### config.mk
export PLATFORM = sky130hd
export DESIGN_NAME = lru_k_frame_replacer
export DESIGN_NICKNAME = d
export VERILOG_FILES = /design/src/design/lkfr_pkg.sv /design/src/design/lkfr_ram.sv /design/src/design/lkfr_cmp.sv /design/src/design/lkfr_ctrl.sv /design/src/design/lru_k_frame_replacer.sv
export SDC_FILE = /design/constraint.sdc
export NUM_CORES = 2
export LEC_CHECK = 0
export ABC_AREA = 1
export BUFFER_PORTS_ARGS = -buffer_cell sky130_fd_sc_hd__buf_2
export CAP_MARGIN = 25
export CORE_MARGIN = 3
export CORE_UTILIZATION = 55
export CTS_BUF_LIST = sky130_fd_sc_hd__clkbuf_4
export DETAILED_ROUTE_END_ITERATION = 8
export PLACE_DENSITY_LB_ADDON = 0.05
export SYNTH_ARGS = -nofsm -noshare
export SYNTH_HDL_FRONTEND = slang
export SYNTH_HIERARCHICAL = 1
export SYNTH_SLANG_ARGS = --single-unit
### constraint.sdc
create_clock -name clk -period 15.38 [get_ports clk]
set_clock_uncertainty 0.1 [all_clocks]
set_input_delay 3.076 -clock clk [delete_from_list [all_inputs] [get_ports clk]]
set_output_delay 3.076 -clock clk [all_outputs]
set_load 0.1 [all_outputs]
### src/design/lkfr_pkg.sv
`default_nettype none
package lkfr_pkg;

  localparam int FRAME_TOTAL = 16;
  localparam int K_MAX       = 4;

  localparam int STAMP_W = 48;
  localparam int FID_W   = 4;
  localparam int TOT_W   = 5;
  localparam int DEPTH_W = 3;
  localparam int IDX_W   = $clog2(FRAME_TOTAL);
  localparam int CNT_W   = $clog2(K_MAX + 1);
  localparam int HEAD_W  = $clog2(K_MAX);
  localparam int SLOTS   = FRAME_TOTAL * K_MAX;
  localparam int ADDR_W  = $clog2(SLOTS);

  localparam logic [DEPTH_W-1:0] DEPTH_RESET = DEPTH_W'(2);

  typedef enum logic [1:0] {
    CMD_RECORD    = 2'd0,
    CMD_SET_EVICT = 2'd1,
    CMD_REMOVE    = 2'd2,
    CMD_EVICT     = 2'd3
  } cmd_t;

  typedef enum logic [2:0] {
    ST_IDLE,
    ST_EXEC,
    ST_SCAN,
    ST_DRAIN,
    ST_FINISH,
    ST_DONE
  } state_t;

  typedef struct packed {
    logic exec;
    logic scan;
    logic finish;
    logic load_out;
  } ctl_t;

  typedef struct packed {
    logic evict;
    logic out_free;
  } stat_t;

endpackage
`default_nettype wire

### src/design/lkfr_ram.sv
`default_nettype none
module lkfr_ram #(
  parameter int WIDTH = 8,
  parameter int DEPTH = 16
) (
  input  wire logic                     clk,
  input  wire logic                     we,
  input  wire logic [$clog2(DEPTH)-1:0] waddr,
  input  wire logic [WIDTH-1:0]         wdata,
  input  wire logic [$clog2(DEPTH)-1:0] raddr,
  output logic      [WIDTH-1:0]         rdata
);

  logic [WIDTH-1:0] mem [DEPTH];

  always_ff @(posedge clk) begin
    if (we) begin
      mem[waddr] <= wdata;
    end
    rdata <= mem[raddr];
  end

endmodule
`default_nettype wire

### src/design/lkfr_cmp.sv
`default_nettype none
module lkfr_cmp (
  input  wire logic                         clk,
  input  wire logic                         rst_n,
  input  wire logic                         clear,
  input  wire logic                         valid,
  input  wire logic                         full,
  input  wire logic [lkfr_pkg::IDX_W-1:0]   idx,
  input  wire logic [lkfr_pkg::STAMP_W-1:0] stamp,
  output logic                              have,
  output logic      [lkfr_pkg::IDX_W-1:0]   best_idx
);

  logic                         have_r;
  logic                         best_full_r;
  logic [lkfr_pkg::STAMP_W-1:0] best_stamp_r;
  logic [lkfr_pkg::IDX_W-1:0]   best_idx_r;
  logic                         take;

  // not-full frames beat full ones, then the older stamp, ties keep the lower id
  assign take = valid && (!have_r || (!full && best_full_r) ||
                          (full == best_full_r && stamp < best_stamp_r));

  always_ff @(posedge clk) begin
    if (!rst_n) begin
      have_r <= 1'b0;
    end else if (clear) begin
      have_r <= 1'b0;
    end else if (take) begin
      have_r <= 1'b1;
    end
  end

  always_ff @(posedge clk) begin
    if (take) begin
      best_full_r  <= full;
      best_stamp_r <= stamp;
      best_idx_r   <= idx;
    end
  end

  assign have     = have_r;
  assign best_idx = best_idx_r;

endmodule
`default_nettype wire

### src/design/lkfr_ctrl.sv
`default_nettype none
module lkfr_ctrl (
  input  wire logic                       clk,
  input  wire logic                       rst_n,
  input  wire logic                       in_valid,
  input  wire lkfr_pkg::stat_t            stat,
  output logic                            in_ready,
  output lkfr_pkg::ctl_t                  ctl,
  output logic      [lkfr_pkg::IDX_W-1:0] scan_idx
);

  localparam logic [lkfr_pkg::IDX_W-1:0] LAST = lkfr_pkg::IDX_W'(lkfr_pkg::FRAME_TOTAL - 1);

  lkfr_pkg::state_t state_r, state_nxt;
  logic [lkfr_pkg::IDX_W-1:0] scan_r, scan_nxt;

  always_comb begin
    state_nxt = state_r;
    case (state_r)
      lkfr_pkg::ST_IDLE: begin
        if (in_valid) state_nxt = lkfr_pkg::ST_EXEC;
      end
      lkfr_pkg::ST_EXEC: begin
        state_nxt = stat.evict ? lkfr_pkg::ST_SCAN : lkfr_pkg::ST_DONE;
      end
      lkfr_pkg::ST_SCAN: begin
        if (scan_r == LAST) state_nxt = lkfr_pkg::ST_DRAIN;
      end
      lkfr_pkg::ST_DRAIN:  state_nxt = lkfr_pkg::ST_FINISH;
      lkfr_pkg::ST_FINISH: state_nxt = lkfr_pkg::ST_DONE;
      lkfr_pkg::ST_DONE: begin
        if (stat.out_free) state_nxt = lkfr_pkg::ST_IDLE;
      end
      default: state_nxt = lkfr_pkg::ST_IDLE;
    endcase
  end

  always_comb begin
    in_ready     = 1'b0;
    ctl          = '0;
    scan_nxt     = scan_r;
    case (state_r)
      lkfr_pkg::ST_IDLE: in_ready = 1'b1;
      lkfr_pkg::ST_EXEC: begin
        ctl.exec = 1'b1;
        scan_nxt = '0;
      end
      lkfr_pkg::ST_SCAN: begin
        ctl.scan = 1'b1;
        scan_nxt = scan_r + 1'b1;
      end
      lkfr_pkg::ST_FINISH: ctl.finish = 1'b1;
      lkfr_pkg::ST_DONE:   ctl.load_out = stat.out_free;
      default: ;
    endcase
  end

  always_ff @(posedge clk) begin
    if (!rst_n) begin
      state_r <= lkfr_pkg::ST_IDLE;
      scan_r  <= '0;
    end else begin
      state_r <= state_nxt;
      scan_r  <= scan_nxt;
    end
  end

  assign scan_idx = scan_r;

endmodule
`default_nettype wire

### src/design/lru_k_frame_replacer.sv
`default_nettype none
// channel | ports                                                | direction
// in      | in_valid in_ready in_cmd in_frame_id in_make_evictable | item in
// out     | out_valid out_ready out_victim_found out_victim_frame   | item out
//         | out_evictable_count                                  |
// cfg     | cfg_valid cfg_ready cfg_history_depth                | register write
//
// record, set-evictable and remove: executed, then the result is loaded; one item at a time
// evict: executed, then scan over every frame, drain and finish, then the result is loaded
// one stamp memory read per frame feeds the shared compare unit, then drain and retire
// synchronous active-low reset clears frame flags, rings, the stamp counter and depth (k = 2)
// a result held by out_ready keeps the block from finishing the next item; cfg is always ready
module lru_k_frame_replacer (
  input  wire logic                           clk,
  input  wire logic                           rst_n,
  input  wire logic                           in_valid,
  output logic                                in_ready,
  input  wire logic [1:0]                     in_cmd,
  input  wire logic [lkfr_pkg::FID_W-1:0]     in_frame_id,
  input  wire logic                           in_make_evictable,
  output logic                                out_valid,
  input  wire logic                           out_ready,
  output logic                                out_victim_found,
  output logic      [lkfr_pkg::FID_W-1:0]     out_victim_frame,
  output logic      [lkfr_pkg::TOT_W-1:0]     out_evictable_count,
  input  wire logic                           cfg_valid,
  output logic                                cfg_ready,
  input  wire logic [lkfr_pkg::DEPTH_W-1:0]   cfg_history_depth
);

  lkfr_pkg::ctl_t  ctl;
  lkfr_pkg::stat_t stat;
  logic [lkfr_pkg::IDX_W-1:0] scan_idx;

  logic [lkfr_pkg::DEPTH_W-1:0] depth_r;
  lkfr_pkg::cmd_t               cmd_r;
  logic [lkfr_pkg::FID_W-1:0]   fid_r;
  logic                         mk_r;

  logic [lkfr_pkg::FRAME_TOTAL-1:0] present_r;
  logic [lkfr_pkg::FRAME_TOTAL-1:0] evict_r;
  logic [lkfr_pkg::CNT_W-1:0]       count_r [lkfr_pkg::FRAME_TOTAL];
  logic [lkfr_pkg::HEAD_W-1:0]      head_r  [lkfr_pkg::FRAME_TOTAL];
  logic [lkfr_pkg::STAMP_W-1:0]     stamp_r;
  logic [lkfr_pkg::TOT_W-1:0]       total_r;

  logic                         p_valid_r;
  logic                         p_elig_r;
  logic                         p_full_r;
  logic [lkfr_pkg::IDX_W-1:0]   p_idx_r;

  logic                         res_found_r;
  logic [lkfr_pkg::FID_W-1:0]   res_victim_r;
  logic                         out_valid_r;
  logic                         out_found_r;
  logic [lkfr_pkg::FID_W-1:0]   out_victim_r;
  logic [lkfr_pkg::TOT_W-1:0]   out_count_r;

  logic [lkfr_pkg::CNT_W-1:0]   k;
  logic                         fid_ok;
  logic [lkfr_pkg::IDX_W-1:0]   sel_idx;
  logic                         sel_present;
  logic                         sel_evict;
  logic [lkfr_pkg::CNT_W-1:0]   sel_cnt;
  logic [lkfr_pkg::HEAD_W-1:0]  sel_head;
  logic [lkfr_pkg::CNT_W-1:0]   cur_cnt;
  logic [lkfr_pkg::HEAD_W-1:0]  cur_head;
  logic [lkfr_pkg::CNT_W-1:0]   rec_base;
  logic [lkfr_pkg::HEAD_W-1:0]  rec_head;
  logic [lkfr_pkg::HEAD_W-1:0]  rec_slot;
  logic [lkfr_pkg::CNT_W-1:0]   rank_off;
  logic [lkfr_pkg::HEAD_W-1:0]  rank_slot;
  logic                         sel_full;
  logic                         rec_we;
  logic [lkfr_pkg::ADDR_W-1:0]  raddr;
  logic [lkfr_pkg::STAMP_W-1:0] rdata;
  logic                         have;
  logic [lkfr_pkg::IDX_W-1:0]   best_idx;

  lkfr_ctrl u_ctrl (
    .clk      (clk),
    .rst_n    (rst_n),
    .in_valid (in_valid),
    .stat     (stat),
    .in_ready (in_ready),
    .ctl      (ctl),
    .scan_idx (scan_idx)
  );

  assign stat.evict    = (cmd_r == lkfr_pkg::CMD_EVICT);
  assign stat.out_free = !out_valid_r || out_ready;

  // config register
  assign cfg_ready = 1'b1;

  always_ff @(posedge clk) begin
    if (!rst_n) begin
      depth_r <= lkfr_pkg::DEPTH_RESET;
    end else if (cfg_valid) begin
      depth_r <= cfg_history_depth;
    end
  end

  always_comb begin
    if (depth_r == '0) begin
      k = lkfr_pkg::CNT_W'(1);
    end else if (32'(depth_r) > lkfr_pkg::K_MAX) begin
      k = lkfr_pkg::CNT_W'(lkfr_pkg::K_MAX);
    end else begin
      k = lkfr_pkg::CNT_W'(depth_r);
    end
  end

  // item capture
  always_ff @(posedge clk) begin
    if (in_valid && in_ready) begin
      cmd_r <= lkfr_pkg::cmd_t'(in_cmd);
      fid_r <= in_frame_id;
      mk_r  <= in_make_evictable;
    end
  end

  assign fid_ok  = 32'(fid_r) < lkfr_pkg::FRAME_TOTAL;
  assign sel_idx = ctl.scan ? scan_idx : fid_r[lkfr_pkg::IDX_W-1:0];

  assign sel_present = present_r[sel_idx];
  assign sel_evict   = evict_r[sel_idx];
  assign sel_cnt     = count_r[sel_idx];
  assign sel_head    = head_r[sel_idx];
  assign sel_full    = sel_cnt >= k;

  // ring update for a recorded access
  always_comb begin
    cur_cnt  = sel_present ? sel_cnt : '0;
    cur_head = sel_present ? sel_head : '0;
    if (cur_cnt >= k) begin
      rec_head = lkfr_pkg::HEAD_W'(lkfr_pkg::CNT_W'(cur_head) + (cur_cnt - k + 1'b1));
      rec_base = k - 1'b1;
    end else begin
      rec_head = cur_head;
      rec_base = cur_cnt;
    end
    rec_slot = lkfr_pkg::HEAD_W'(lkfr_pkg::CNT_W'(rec_head) + rec_base);
  end

  // slot holding the ranking stamp
  always_comb begin
    rank_off  = sel_full ? (sel_cnt - k) : '0;
    rank_slot = lkfr_pkg::HEAD_W'(lkfr_pkg::CNT_W'(sel_head) + rank_off);
  end

  assign rec_we = ctl.exec && (cmd_r == lkfr_pkg::CMD_RECORD) && fid_ok;
  assign raddr  = {sel_idx, rank_slot};

  lkfr_ram #(
    .WIDTH (lkfr_pkg::STAMP_W),
    .DEPTH (lkfr_pkg::SLOTS)
  ) u_stamp_ram (
    .clk   (clk),
    .we    (rec_we),
    .waddr ({fid_r[lkfr_pkg::IDX_W-1:0], rec_slot}),
    .wdata (stamp_r),
    .raddr (raddr),
    .rdata (rdata)
  );

  // scan pipe, lines up with the registered read
  always_ff @(posedge clk) begin
    if (!rst_n) begin
      p_valid_r <= 1'b0;
    end else begin
      p_valid_r <= ctl.scan;
    end
  end

  always_ff @(posedge clk) begin
    p_elig_r <= sel_present && sel_evict;
    p_full_r <= sel_full;
    p_idx_r  <= sel_idx;
  end

  lkfr_cmp u_cmp (
    .clk      (clk),
    .rst_n    (rst_n),
    .clear    (ctl.exec),
    .valid    (p_valid_r && p_elig_r),
    .full     (p_full_r),
    .idx      (p_idx_r),
    .stamp    (rdata),
    .have     (have),
    .best_idx (best_idx)
  );

  // frame state
  always_ff @(posedge clk) begin
    if (!rst_n) begin
      present_r <= '0;
      evict_r   <= '0;
      stamp_r   <= '0;
      total_r   <= '0;
      for (int i = 0; i < lkfr_pkg::FRAME_TOTAL; i++) begin
        count_r[i] <= '0;
        head_r[i]  <= '0;
      end
    end else if (ctl.exec && fid_ok) begin
      case (cmd_r)
        lkfr_pkg::CMD_RECORD: begin
          if (!sel_present) begin
            evict_r[sel_idx] <= 1'b0;
          end
          present_r[sel_idx] <= 1'b1;
          head_r[sel_idx]    <= rec_head;
          count_r[sel_idx]   <= rec_base + 1'b1;
          stamp_r            <= stamp_r + 1'b1;
        end
        lkfr_pkg::CMD_SET_EVICT: begin
          if (sel_present) begin
            if (!sel_evict && mk_r) begin
              total_r <= total_r + 1'b1;
            end else if (sel_evict && !mk_r) begin
              total_r <= total_r - 1'b1;
            end
            evict_r[sel_idx] <= mk_r;
          end
        end
        lkfr_pkg::CMD_REMOVE: begin
          if (sel_present && sel_evict) begin
            present_r[sel_idx] <= 1'b0;
            evict_r[sel_idx]   <= 1'b0;
            count_r[sel_idx]   <= '0;
            head_r[sel_idx]    <= '0;
            total_r            <= total_r - 1'b1;
          end
        end
        default: ;
      endcase
    end else if (ctl.finish && have) begin
      present_r[best_idx] <= 1'b0;
      evict_r[best_idx]   <= 1'b0;
      count_r[best_idx]   <= '0;
      head_r[best_idx]    <= '0;
      total_r             <= total_r - 1'b1;
    end
  end

  // result and output register
  always_ff @(posedge clk) begin
    if (ctl.exec) begin
      res_found_r  <= 1'b0;
      res_victim_r <= '0;
    end else if (ctl.finish) begin
      res_found_r  <= have;
      res_victim_r <= have ? lkfr_pkg::FID_W'(best_idx) : '0;
    end
  end

  always_ff @(posedge clk) begin
    if (!rst_n) begin
      out_valid_r <= 1'b0;
    end else if (ctl.load_out) begin
      out_valid_r <= 1'b1;
    end else if (out_ready) begin
      out_valid_r <= 1'b0;
    end
  end

  always_ff @(posedge clk) begin
    if (ctl.load_out) begin
      out_found_r  <= res_found_r;
      out_victim_r <= res_victim_r;
      out_count_r  <= total_r;
    end
  end

  assign out_valid           = out_valid_r;
  assign out_victim_found    = out_found_r;
  assign out_victim_frame    = out_victim_r;
  assign out_evictable_count = out_count_r;

  assert property (@(posedge clk) disable iff (!rst_n)
    32'(total_r) == $countones(evict_r))
    else $error("evictable total out of step with flags");

  assert property (@(posedge clk) disable iff (!rst_n)
    (evict_r & ~present_r) == '0)
    else $error("evictable flag on untracked frame");

  assert property (@(posedge clk) disable iff (!rst_n)
    (ctl.finish && have) |-> (present_r[best_idx] && evict_r[best_idx]))
    else $error("victim not an evictable frame");

endmodule
`default_nettype wire

==> metrics.txt <==
outcome completed; startpoint of the lowest-slack register-to-register path u_ctrl/state_r[0]; post-synthesis simple-gate area fraction 0.2261; main combinational cell family by area after synthesis simple AND/OR/NAND/NOR gates; leftover overflow at the end of global routing 0; DP Wirelength 215800 um; Pre-Repair DR Iteration Count 8; number of sinks on the clock net 3379; cells resized by post-CTS repair 0; P per Cell Area 183.9 nW/um2; data arrival time of the worst path 10.07 ns; master cell of the clock root buffer clkbuf_4; setup repair after global routing missed its margin no; FP Rows 183; last weighted congestion value of the routability-driven placer 0.8919; number of violations of the max-capacitance limit 0; Final Setup Violations 0; share of the synthesized area in compound gates (AO/OA/AOI/OAI) 0.01002; adder and majority cell fraction of the synthesized area 0.006202; Slew headroom 0.1060; multi-input combinational cell area 34230 um2; buffers inserted by post-CTS timing repair 0; signed area change from the synthesized netlist to the final layout 10.04%; Storage cell area 99960 um2; maximum clock path buffer count 4; synthesized netlist net count 12003; most frequent cells after synthesis nand2_1 (3841), edfxtp_1 (3222), nand3_1 (2917), buf_2 (372), nor2_1 (357); share of cell area taken by muxes after synthesis 0; post-synthesis share of cell area spent on xor and xnor gates 0.001076; cell occurring most often along the worst timing path nand2_1; FFs w/ async S/R, synth 0; clock slew at the register clock pins of the worst setup and hold paths 0.06 ns; total routing resource utilization after global routing 0.3255; number of nets in the layout 12397; leakage power summed over all cells 55.36 nW; measured slew at the worst slew-check pin 1.341 ns; worst vdd ir 0.4832 mV; Std-Cell Core Area 249600 um2; min Tclk post-route 8.842 ns; mapped cell area 138400 um2; Avg WL per Cell 26.13 um; Mean Syn Cell Area 11.61 um2; post-route total power 28.01 mW; ratio of final minimum period to clock period 0.5749; initial drt markers 12078; Hold/Removal Path Class reg2reg; number of buffers added to fix hold violations after cts 0; dominant cell type by area after synthesis edfxtp_1; fraction of synthesized cell area taken by the top area cell type 0.6991; Die Span Y 507.6 um; via count of the first global-routing pass 92810; Yosys warning count 6; total die area 257700 um2; fill cell count 20365; slowest stage delay, CP 0.91 ns; first-pass GRT wire length 617600 um; Initial Util 0.5545; flip-flop cell with the highest count after synthesis edfxtp_1; total number of vias 97781; post-route antenna net violation count 0; final setup TNS 0 ns; Critical Path Start u_ctrl/state_r[0]; synthesized instance count 11920; number of buffers created by CTS 858; total non-filler cell area in the finished layout 152300 um2; final wirelength 424900 um; CTS tree done; fraction of final layout cells sized beyond drive strength 1 0.1393; number of hold-slack violations in the final timing report 0; routed via count divided by cell count 6.013; antenna violations before repair 22; start point of the worst hold path p_idx_r[0]; number of synthesized register bits 3379; number of synthesized flops with an enable pin 3222; standard cell with the maximum stage delay on the critical path buf_4; Max FO, Critical Path 165; Seq/Total Area, Yosys 0.7218; largest net degree at the start of global routing 213; H-tree Lvls 6; Startpoint Class register; DRC violations left 0; insertion delay to the later sink of the worst-skew pair 1.56 ns; Die W 507.6 um; Pins Over Slew Limit 0; top area cells in the synthesized netlist edfxtp_1 (70%), nand3_1 (11%), nand2_1 (10%), dfxtp_1 (2.3%), buf_2 (1.3%); number of unique standard cell types used by synthesis 54; worst setup path category reg2reg; kind of end point of the critical path register; critical path required time 16.61 ns; standard cell area after detailed placement 141400 um2; number of top-level design ports 28; top achievable clock speed 0.1131 GHz; Buffers on Ports 26; cell with the most instances after synthesis nand2_1
[through the flow]
step,std cells,hold WS [ns],worst slack (ns),util
after floorplan,11920,0.2855,6.218,-
after global placement,14777,0.2868,7.025,0.5663
after detailed placement,14780,0.2895,6.974,0.5665
after CTS,16243,0.2864,6.929,0.6098
after global routing,16251,0.3072,6.308,0.6101
final,16261,0.3045,6.538,0.6102
[state kept, by name (all words and copies together) (netlist names), 5 cells and up, named ones only]
register             flops
u_stamp_ram/mem       3072
count_r                 48
stamp_r                 48
u_cmp/best_stamp_r      48
u_stamp_ram/rdata       48
head_r                  32
evict_r                 16
out_evictable_count      5
total_r                  5
[final cells by class]
| cell class | count | area share |
|---|---|---|
| Antenna cell | 14 | 0.0002300 |
| Multi-Input combinational cell | 7571 | 0.2247 |
| Clock inverter | 171 | 0.007230 |
| Clock buffer | 1292 | 0.06369 |
| Sequential cell | 3379 | 0.6564 |
| Timing Repair Buffer | 259 | 0.01407 |
| Inverter | 245 | 0.006343 |
| Tap cell | 3330 | 0.02736 |
[routing by layer]
| layer | up-vias | global-route usage | share of wire |
|---|---|---|---|
| met4 | 8 | 0.1095 | 0.029 |
| met3 | 746 | 0.06286 | 0.10 |
| li1 | 43374 | - | - |
| met1 | 48258 | 0.4663 | 0.41 |
| met5 | - | 0 | 0.00012 |
| met2 | 5395 | 0.5046 | 0.46 |
[power breakdown]
| group | switching (mW) | internal [mW] |
|---|---|---|
| Combinational | 7.44 | 2.77 |
| Clock | 3.56 | 3.99 |
| Sequential | 0.136 | 10.1 |
[worst max-delay path, delay by kind of cell, from the launching register on]
| kind | cells | cell delay [ns] |
|---|---|---|
| compound gates | 3 | 0.45 |
| xor+xnor | 2 | 0.50 |
| fa+ha+maj | 2 | 0.45 |
| buf+inv | 8 | 3.67 |
| flops | 1 | 0.37 |
| simple gates | 17 | 2.51 |
[cell usage in the layout, fill, tap and decap left out, drive strengths merged, types with 17 or more instances in the layout]
| cell type | netlist | final |
|---|---|---|
| inv | 241 | 254 |
| o21ai | 73 | 73 |
| ha | 67 | 67 |
| o211ai | 19 | 19 |
| o31ai | 17 | 17 |
| clkinv | 4 | 142 |
| buf | 592 | 259 |
| dfxtp | 157 | 157 |
| nor2 | 369 | 369 |
| nand4 | 45 | 45 |
| nand3 | 2922 | 2922 |
| clkbuf | 133 | 1292 |
| edfxtp | 3222 | 3222 |
| a21oi | 68 | 68 |
| nor3 | 31 | 31 |
| nor4 | 20 | 20 |
| nand2 | 3867 | 3867 |
[kinds of logic after synthesis]
| logic type | Yosys count |
|---|---|
| compound gates | 224 |
| flops | 3379 |
| fa+ha+maj | 68 |
| other cells | 1 |
| simple gates | 7261 |
| xor+xnor | 17 |
| buf+inv | 970 |
[worst paths after layout]
check                          end  slack [ns]  depth (start not counted)
min              u_cmp/best_idx[0]        0.30                          0
max reg2reg  u_stamp_ram/rdata[42]        6.54                         32
max          u_stamp_ram/rdata[42]        6.54                         32
min reg2reg      u_cmp/best_idx[0]        0.30                          0
Power figures use the tool's default switching activity.
